$ cat config.mk
export PLATFORM = sky130hd
export DESIGN_NAME = bpa_ctrl
export DESIGN_NICKNAME = d
export VERILOG_FILES = /design/src/hw/rtl/assert_macros.svh /design/src/hw/rtl/bpa_pkg.sv /design/src/hw/rtl/bpa_ctrl.sv
export SDC_FILE = /design/constraint.sdc
export NUM_CORES = 1
export LEC_CHECK = 0
export ABC_CLOCK_PERIOD_IN_PS = 2100
export CAP_MARGIN = 20
export CORE_MARGIN = 1
export CORE_UTILIZATION = 25
export DETAILED_ROUTE_END_ITERATION = 6
export DONT_BUFFER_PORTS = 1
export SETUP_SLACK_MARGIN = 0.15
export SLEW_MARGIN = 10
export SYNTH_ARGS = -nofsm -noshare
export SYNTH_HDL_FRONTEND = slang
export SYNTH_SLANG_ARGS = --single-unit
$ cat constraint.sdc
create_clock -name clk -period 2.1 [get_ports clk]
set_input_delay 0.21 -clock clk [delete_from_list [all_inputs] [get_ports clk]]
set_output_delay 0.21 -clock clk [all_outputs]
set_load 0.02 [all_outputs]
$ cat src/hw/rtl/assert_macros.svh
// ----------------------------------------------------------------------------
// Assertion macros
// Concurrent assertion shorthands shared by the RTL; empty when SYNTH is set.
// ----------------------------------------------------------------------------
`ifndef ASSERT_MACROS_SVH
`define ASSERT_MACROS_SVH
`ifndef SYNTH
`define ASSERT_IMPLIES(label, clk, rst_n, pre, post) \
	label: assert property (@(posedge clk) disable iff (!rst_n) (pre) |-> (post)) \
		else $error("assertion failed");
`define ASSERT_NEXT(label, clk, rst_n, pre, post) \
	label: assert property (@(posedge clk) disable iff (!rst_n) (pre) |=> (post)) \
		else $error("assertion failed");
`else
`define ASSERT_IMPLIES(label, clk, rst_n, pre, post)
`define ASSERT_NEXT(label, clk, rst_n, pre, post)
`endif
`endif

$ cat src/hw/rtl/bpa_pkg.sv
// ----------------------------------------------------------------------------
// bpa_pkg
// Constants and types shared by the buddy page allocator modules.
// ----------------------------------------------------------------------------
`default_nettype none
package bpa_pkg;
	localparam int PAGES     = 1024;
	localparam int PAGE_W    = 10;
	localparam int LINK_W    = 11;
	localparam int MAX_ORDER = 10;
	localparam int NORD      = 11;
	localparam int ORD_W     = 4;
	localparam int SC_W      = 16;
	localparam int FT_W      = 11;
	localparam int SZ_W      = 12;

	localparam logic [LINK_W-1:0] EMPTY = LINK_W'(PAGES);

	typedef enum logic [1:0] {
		REQ_ALLOC  = 2'd0,
		REQ_FREE   = 2'd1,
		REQ_RETAIN = 2'd2,
		REQ_QUERY  = 2'd3
	} req_t;

	typedef enum logic [3:0] {
		ST_CLEAR,
		ST_IDLE,
		ST_DISP,
		ST_A_POP,
		ST_A_SPLIT,
		ST_A_SC,
		ST_F_SH,
		ST_F_CHK,
		ST_F_RD,
		ST_R_SH,
		ST_DONE
	} state_t;

	typedef struct packed {
		logic clr_step;
		logic load_in;
		logic alloc_start;
		logic pop_head;
		logic split_step;
		logic rd_share_b;
		logic alloc_sc;
		logic rd_share_pg;
		logic free_share;
		logic free_begin;
		logic walk_rd;
		logic walk_adv;
		logic walk_unlink;
		logic push;
		logic share_done;
		logic out_load;
	} cmd_t;

	typedef struct packed {
		req_t req;
		logic ord_zero;
		logic ord_bad;
		logic free_bad;
		logic found;
		logic split_more;
		logic share_gt1;
		logic walk_end;
		logic walk_hit;
		logic merge_ok;
		logic clr_done;
		logic out_free;
	} status_t;
endpackage
`default_nettype wire

$ cat src/hw/rtl/bpa_ctrl.sv
// ----------------------------------------------------------------------------
// bpa_ctrl
// Request sequencer: steps the datapath through alloc, free and share requests.
// ----------------------------------------------------------------------------
`default_nettype none
module bpa_ctrl (
	input  wire               clk,
	input  wire               arst_n,
	input  wire               in_valid,
	output logic              in_ready,
	input  bpa_pkg::status_t  status,
	output bpa_pkg::cmd_t     cmd
);
	bpa_pkg::state_t state_q;
	bpa_pkg::state_t state_d;

	always_ff @(posedge clk or negedge arst_n) begin
		if (!arst_n) begin
			state_q <= bpa_pkg::ST_CLEAR;
		end else begin
			state_q <= state_d;
		end
	end

	always_comb begin
		state_d = state_q;
		case (state_q)
			bpa_pkg::ST_CLEAR: begin
				if (status.clr_done) state_d = bpa_pkg::ST_IDLE;
			end
			bpa_pkg::ST_IDLE: begin
				if (in_valid) state_d = bpa_pkg::ST_DISP;
			end
			bpa_pkg::ST_DISP: begin
				case (status.req)
					bpa_pkg::REQ_ALLOC: begin
						state_d = (status.ord_bad || !status.found) ?
							bpa_pkg::ST_DONE : bpa_pkg::ST_A_POP;
					end
					bpa_pkg::REQ_FREE: begin
						state_d = status.free_bad ? bpa_pkg::ST_DONE : bpa_pkg::ST_F_SH;
					end
					default: state_d = bpa_pkg::ST_R_SH;
				endcase
			end
			bpa_pkg::ST_A_POP:   state_d = bpa_pkg::ST_A_SPLIT;
			bpa_pkg::ST_A_SPLIT: begin
				if (!status.split_more) state_d = bpa_pkg::ST_A_SC;
			end
			bpa_pkg::ST_A_SC:    state_d = bpa_pkg::ST_DONE;
			bpa_pkg::ST_F_SH: begin
				state_d = (status.ord_zero && status.share_gt1) ?
					bpa_pkg::ST_DONE : bpa_pkg::ST_F_CHK;
			end
			bpa_pkg::ST_F_CHK: begin
				state_d = (!status.merge_ok || status.walk_end) ?
					bpa_pkg::ST_DONE : bpa_pkg::ST_F_RD;
			end
			bpa_pkg::ST_F_RD:    state_d = bpa_pkg::ST_F_CHK;
			bpa_pkg::ST_R_SH:    state_d = bpa_pkg::ST_DONE;
			bpa_pkg::ST_DONE: begin
				if (status.out_free) state_d = bpa_pkg::ST_IDLE;
			end
			default: state_d = bpa_pkg::ST_IDLE;
		endcase
	end

	always_comb begin
		cmd      = '0;
		in_ready = 1'b0;
		case (state_q)
			bpa_pkg::ST_CLEAR: cmd.clr_step = 1'b1;
			bpa_pkg::ST_IDLE: begin
				in_ready    = 1'b1;
				cmd.load_in = in_valid;
			end
			bpa_pkg::ST_DISP: begin
				case (status.req)
					bpa_pkg::REQ_ALLOC: cmd.alloc_start = !status.ord_bad && status.found;
					bpa_pkg::REQ_FREE:  cmd.rd_share_pg = !status.free_bad;
					default:            cmd.rd_share_pg = 1'b1;
				endcase
			end
			bpa_pkg::ST_A_POP: cmd.pop_head = 1'b1;
			bpa_pkg::ST_A_SPLIT: begin
				cmd.split_step = status.split_more;
				cmd.rd_share_b = !status.split_more;
			end
			bpa_pkg::ST_A_SC: cmd.alloc_sc = 1'b1;
			bpa_pkg::ST_F_SH: begin
				cmd.free_share = 1'b1;
				cmd.free_begin = !(status.ord_zero && status.share_gt1);
			end
			bpa_pkg::ST_F_CHK: begin
				cmd.push    = !status.merge_ok || status.walk_end;
				cmd.walk_rd = status.merge_ok && !status.walk_end;
			end
			bpa_pkg::ST_F_RD: begin
				cmd.walk_unlink = status.walk_hit;
				cmd.walk_adv    = !status.walk_hit;
			end
			bpa_pkg::ST_R_SH: cmd.share_done = 1'b1;
			bpa_pkg::ST_DONE: cmd.out_load = status.out_free;
			default: cmd = '0;
		endcase
	end
endmodule
`default_nettype wire

==> results by stage, run 1 <==
Run status:
- The run finished with clean final reports.

Cells and area:
- The final cell utilization of the core is 33.6%.
- The number of flip-flops under the largest register name is 4.
- The area used by multi-input combinational logic is 353 sq um.
- The antenna cell count is 0.
- In the final design database the tool counted 96 nets.
- The sequential cells in the finished layout cover a total of 101 sq um.
- Relative to the synthesized area, the layout overhead comes to 22.2%.
- Of the cells placed in the final design, the portion with a size suffix greater than 1 is 21.8%.
- The largest registers in the layout are state_q: 4 flops.
- The filler cells instantiated in the layout total 206.
- The register with the highest flop count is state_q.
- The non-filler instance count after layout is 103.

Floorplan:
- The placeable core region is 0.00176 sq mm.
- In this run the vertical extent of the chip is 46.1 microns.
- Once the floorplan was initialized, standard cells occupied 27.5% of the core.
- 33 I/O pins were placed.
- The floorplan has 15 rows.
- The die area is 0.00212 sq mm.
- In this run the horizontal extent of the chip is 46.1 microns.

Logic synthesis:
- Counting flops with an async set or reset pin after synthesis yields a share of 100%.
- The most frequently used flop master after synthesis is sky130_fd_sc_hd__dfrtp_1.
- Yosys printed 0 warnings.
- A synthesized cell averages 7.04 sq um.
- By instance count, the leading cell after synthesis is sky130_fd_sc_hd__nand2_1.
- The netlist uses 24 different library cells.
- For this run, the register share of the synthesized area comes to 20.6%.
- Synthesis produced a netlist with a net count of 85.
- The leading area contributor after synthesis is sky130_fd_sc_hd__dfrtp_1.
- After synthesis, the most frequently instantiated cells are 8 x sky130_fd_sc_hd__nand2_1, 7 x sky130_fd_sc_hd__nor2_1, 6 x sky130_fd_sc_hd__nor3_1, 6 x sky130_fd_sc_hd__o21ai_0.
- In this run the biggest area consumer among cell types represents 20.6% of the synthesized area.
- The cell area that synthesis handed to floorplanning was 485 sq um.
- After synthesis, the cell types taking the most area are sky130_fd_sc_hd__dfrtp_1 21%, sky130_fd_sc_hd__nand2b_1 6.4%, sky130_fd_sc_hd__nor3_1 6.2%, sky130_fd_sc_hd__o21ai_0 6.2%, sky130_fd_sc_hd__nand2_1 6.2%.
- The post-synthesis instance total is 69.
- Counting flops and latches in the post-synthesis netlist gives 4.
- Counting flops with a built-in enable in the synthesized netlist gives 0.

Global routing:
- The total congestion overflow is 0.
- The maximum number of pins on one net before global-route repair is 16.
- The via count of the first global-routing pass is 458.
- The initial antenna violation count is 0.
- The wire length of the first global-routing pass is 1.90 mm.
- In the global route stage, overall resource usage came out at 12.7%.

STA:
- The final setup violation count is 0.
- The final critical-path share of the clock period is 84.8%.
- Final hold analysis gives a worst-case slack of 157 ps.
- The number of pins exceeding their max-slew limit in the final report is 0.
- Based on the critical path, the design can be clocked at up to 0.562 GHz.
- The number of hold violations in the final report is 0.
- Counting I/O delays and the setup requirement, the final critical path takes 1780 ps.
- The setup skew after layout is 0.891 ps.
- In this run the tightest slew margin relative to its limit is 70.3%.
- Setup repair after global routing left no endpoint under its margin.
- Setup total negative slack on the finished layout was measured at 0 ps.
- At the pin with the least slew margin, the transition time is 446 ps.

Drt:
- The ratio of routed vias to standard cells is 5.27.
- The number of routed nets with antenna violations is 0.
- The number of DRC markers in iteration 0 is 5.
- The first detailed-routing pass ran for 4 iterations.
- In the routed design, unresolved DRC markers number 0.
- In the final routed layout, each cell accounts on average for 12.2 microns.
- Detailed routing inserted a total of 543 vias.
- The wire length after detailed routing is 1.26 mm.

Setup path:
- The startpoint type of the worst setup path is a register.
- The critical path data arrival time is 1570 ps.
- Of all nets on the critical path, the largest fanout is 15.
- The depth of the worst register-to-register path is 5.
- The worst setup path is of the reg -> out kind.
- The start of the worst register-to-register path is state_q[0].
- The critical-path cell with the highest stage delay is sky130_fd_sc_hd__dfrtp_1.
- The largest single stage delay on the critical path is 530 ps.
- The endpoint kind of the worst setup timing path is an output port.
- Walking the worst path, the cells encountered are nor2b_1, nand2_1, nor3_1, buf_4.
- The worst setup path startpoint is state_q[0].
- In this run the critical register-to-register path is captured at state_q[1].
- Data on the critical path is required at its endpoint by 1890 ps.
- In this run the register-to-register setup slack is 520 ps.

Power:
- The leakage power is 0.000254 uW.
- The post-layout total power is 833 uW.
- The sequential cell fraction of total power is 27.9%.
- The switching component of the power is 444 uW.
- The maximum VDD drop is 413 uV.
- The clock network fraction of total power is 11.1%.
- The switching part of the total power is 53.2%.
- The areal power density over the cells is 1400 mW/mm^2.
- The internal power contribution is 390 uW.
- The logic gate share of total power is 61.0%.

Hold path:
- The worst hold path terminates at state_q[3].
- The worst hold path cell count is 2.
- The startpoint identified for the worst hold timing path is status[12].
- The min-delay analysis places its worst path in the category in -> reg.

Clock tree:
- The clock passes through at most 2 buffers.
- The clock latency reported for the late side of the worst-skew pair is 230 ps.
- The buffer cell driving the clock tree root is sky130_fd_sc_hd__clkbuf_4.
- The CTS tree is built.
- The sink count of the clock tree is 4.
- After clock tree synthesis, the clock-pin slew on the worst setup and hold paths is 40 ps.
- In this run the post-CTS setup repair buffer count came out at 0.
- In this run the number of H-tree levels came out at 1.
- Clock tree synthesis inserted a total of 3 buffers.

Placed design:
- The count of buffers added on input and output ports is 0.
- The HPWL after detailed placement is 1.01 mm.
- The placed instance count is 99.
- At the end of routability-driven placement, the weighted congestion stood at 0.779.

Flow run:
- The number of max-cap violations is 0.
## power groups by stage
| stage | registers, uW | clock network (uW) | logic (uW) |
|---|---|---|---|
| 6_report | 232 | 92.8 | 508 |
| 5_1_grt | 244 | 108 | 560 |
| 4_1_cts | 227 | 96.8 | 513 |
| 3_5_place_dp | 227 | 0 | 510 |
| 3_3_place_gp | 227 | 0 | 506 |
| 2_1_floorplan | 146 | 0 | 488 |
## what timing repair did
action	4_1_cts	5_1_grt
hold endpoints to repair	4	0
gates resized for setup	0	1
endpoints found under the setup margin	0	2
hold buffers	1	0
## routing by layer
metal / part of all wire, % / GRT usage, %
met4: 0 / 7.06
met1: 46 / 17.1
met3: 7.9 / 2.75
met5: 0 / 0
met2: 46 / 18.6
## worst max path at each step
stage,end,depth (start not counted)
3_5_place_dp,cmd[8],3
5_1_grt,cmd[8],3
6_report,cmd[13],4
4_1_cts,cmd[8],3
3_3_place_gp,state_q[0],5
2_1_floorplan,state_q[1],5
## metrics by stage
step	cell area [sq um]	setup slack (ps)
floorplan	485	368
global placement	559	522
detailed placement	559	526
CTS	592	268
global route	593	194
finish	593	320
## kinds of logic (layout without fill, tap and decap cells)
kind of cell	after synthesis	after routing	share of synthesized area [%]
DFF	4	4	20.6
and+or+nand+nor	41	41	45.4
AOI/OAI and AO/OA	18	18	27.3
buffers and inverters	6	15	6.70
## final cells by class
type                       count  area share [%]
multi-input combinational     59            59.5
sequential                     4            17.1
timing repair buffer          10            13.1
tap                           25            5.27
clock buffer                   3            3.80
inverter                       2            1.27
## layout by cell type (no fill, tap or decap), drive strengths merged, types with 2 or more instances in the layout
cell and count:
a21oi 5, and3 4, buf 9, clkbuf 3
dfrtp 4, inv 2, nand2 8, nand2b 5
nor2 7, nor2b 4, nor3 6, nor4 4
o21ai 6
## worst max-delay path, delay by kind of cell, from the launching register on
kind	cells	cell delay, ps
buf+inv	1	180
flops	1	530
simple gates	3	630
(Power assumes the default switching activity.)
==> run 2, diff against run 1 <==
ABC_CLOCK_PERIOD_IN_PS = 1800   (was 2100)
clock period = 1.8 ns   (was 2.1 ns; I/O delays follow)
==> results by stage, run 2 (synthesis results as in run 1) <==
Clock tree:
- The CTS tree is built.
- After clock tree synthesis, the clock-pin slew on the worst setup and hold paths is 40 ps.
- Clock latency on the worst-skew pair, taken at its later pin, is 240 ps.
- Counting every sink on the clock net gives 4.
- The depth of the CTS H-tree is 1.
- The buffer cell driving the clock tree root is sky130_fd_sc_hd__clkbuf_4.
- The clock passes through at most 2 buffers.
- The number of clock buffers added by TritonCTS is 3.

STA:
- The setup skew after layout is 8.14 ps.
- Setup repair after global routing left no endpoint under its margin.
- For the pin with the worst max-slew slack, the measured transition is 385 ps.
- Dividing the final minimum period by the clock period gives 88.7%.
- The setup TNS is 0 ps.
- The final setup violation count is 0.
- The number of hold violations in the final report is 0.
- The number of pins exceeding their max-slew limit in the final report was 0.
- The relative slew slack is 74.3%.
- The final period demand of the worst path is 1600 ps.
- The maximum clock rate is 0.626 GHz.
- The worst hold slack is 116 ps.

Hold path:
- In this run the worst hold path is classified as in -> reg.
- The startpoint identified for the worst hold timing path is status[12].
- Along the worst hold path, the cell count comes to 2.
- The hold-critical path endpoint is state_q[3].

Power:
- The analysis attributes to net switching a power of 561 uW.
- Across the VDD grid, the largest voltage drop is 481 uV.
- The leakage power is 0.000289 uW.
- The sequential cell fraction of total power is 21.2%.
- Dividing total power by cell area gives a power density of 1680 mW/mm^2.
- The switching part of the total power is 50.2%.
- The share of total power dissipated in combinational logic is 68.5%.
- Internal power comes to 557 uW.
- The clock network fraction of total power is 10.3%.

Cells and area:
- The antenna cell count is 0.
- In the final layout, the multi-input gates occupy 369 sq um.
- The net count reported at finish is 103.
- In the final layout, the registers with the most flip-flops are state_q: 4 flops.
- The top cell types in the final layout, fill and taps aside, are 16 x sky130_fd_sc_hd__buf_4, 8 x sky130_fd_sc_hd__nand2_1, 7 x sky130_fd_sc_hd__nor2_1, 6 x sky130_fd_sc_hd__o21ai_0.
- The layout cell share with drive strength beyond 1 is 36.5%.
- The number of fill cells in the layout is 195.
- The library cell used most frequently in the layout, excluding fill and tap cells, is sky130_fd_sc_hd__buf_4.
- The number of flip-flops under the largest register name is 4.
- The register area is 105 sq um.
- After the flow finishes, the layout carries non-filler instances totaling 110.
- state_q holds more flip-flops than any other register.
- The post-synthesis to final-layout area growth is 37.1%.

Run status:
- The flow ran to the end, and the final reports show no timing, DRC or antenna violations.

Placed design:
- The HPWL after detailed placement is 1.02 mm.
- The placed instance count is 100.
- At the end of routability-driven placement, the weighted congestion stood at 0.779.
- The count of buffers added on input and output ports is 0.

Setup path:
- The worst setup path is of the reg -> out kind.
- At the worst endpoint, the required time is 1620 ps.
- In this run the worst path has a maximum fanout of 12.
- The endpoint kind of the worst setup timing path is an output port.
- The setup check on the worst reg-to-reg path leaves a slack of 260 ps.
- The depth of the worst register-to-register path is 4.
- The worst register-to-register path begins at state_q[2].
- The critical path data arrival time is 1420 ps.
- The destination of the worst register-to-register timing path is state_q[1].
- The startpoint type of the worst setup path is a register.

Floorplan:
- The horizontal extent of the die is 46.1 microns.
- In this run the vertical extent of the chip is 46.1 microns.
- The floorplan has 15 rows.
- The number of top-level design ports is 33.
- The die covers 0.00212 sq mm.
- For this configuration, the core starts out at a cell density of 27.5%.
- The total area inside the core boundary comes to 0.00176 sq mm.

Global routing:
- Global routing used 12.1% of the available tracks.
- The first global-routing pass estimated 1.76 mm of wire.
- The total congestion overflow is 0.
- Entering global routing, the biggest net connects 16 pins.
- The via count of the first global-routing pass is 421.
- The initial antenna violation count is 0.

Drt:
- After the first detailed-routing iteration, the DRC count stood at 11.
- In the final routed layout, each cell accounts on average for 12.1 microns.
- In the routed design, unresolved DRC markers number 0.
- The detailed-router iteration count before antenna repair is 4.
- The wire length after detailed routing is 1.33 mm.
- Using the TritonRoute via totals, the vias-per-cell ratio works out to 5.17.
- The detail route stage leaves a number of antenna-violating nets equal to 0.
- The detailed router placed 569 vias in this run.

Flow run:
- The tool flagged a number of max-cap violations equal to 0.
==> run 2: cell count changes in the layout (fill, tap and decap cells not counted), sizes merged <==
cell | previous run | this run
buf | 9 | 16
==> run 2: timing repair <==
action	in CTS	in global routing
setup buffers	2	4
hold buffers	1	0
endpoints found under the hold margin	4	0
endpoints found under the setup margin	9	5
gates resized for setup	4	2
==> run 2: worst max path at each step <==
stage                    start         end  slack (ps)  cells after the start
finish              state_q[2]     cmd[13]         200                      4
global route        state_q[2]     cmd[13]         150                      4
CTS                 state_q[0]     cmd[13]         150                      4
detailed placement  state_q[2]  state_q[1]         190                      4
global placement    state_q[2]  state_q[1]         270                      4
floorplan           state_q[3]     cmd[10]         240                      3
==> run 2: area by class of cell <==
class,count,share of cell area [%]
Tap cell,25,4.70
Timing Repair Buffer,17,19.5
Sequential cell,4,15.8
Inverter,2,1.13
Multi-Input combinational cell,59,55.5
Clock buffer,3,3.38
==> run 2: worst max-delay path, cell delays in order (launching register included) <==
cell and delay [ps]:
sky130_fd_sc_hd__dfrtp_2 490, sky130_fd_sc_hd__nor2_1 170, sky130_fd_sc_hd__nand2_1 150, sky130_fd_sc_hd__nor3_1 190
sky130_fd_sc_hd__buf_4 170
==> run 2: layer usage <==
| layer | GRT usage, % | vias to the layer above | part of all wire, % | wire length, microns |
|---|---|---|---|---|
| met5 | 0 | - | 0 | 0 |
| li1 | - | 283 | - | - |
| met3 | 3.53 | 5 | 7.7 | 103 |
| met2 | 16.9 | 32 | 46 | 613 |
| met1 | 15.5 | 249 | 44 | 584 |
| met4 | 8.82 | 0 | 2.3 | 31 |
==> run 2: metrics by stage <==
stage	cell area (sq um)	total power (uW)	setup slack (ps)	utilization, %
4_1_cts	632	1050	154	35.8
3_5_place_dp	578	888	194	32.8
6_report	666	1120	203	37.7
3_3_place_gp	578	875	269	32.8
5_1_grt	666	1190	153	37.7
2_1_floorplan	497	757	245	-
==> run 2: power by group through the flow <==
stage	clock, uW	sequential (uW)	combinational [uW]
floorplan	0	173	584
global route	118	248	825
CTS	117	256	677
finish	116	237	766
detailed placement	0	276	612
global placement	0	272	603
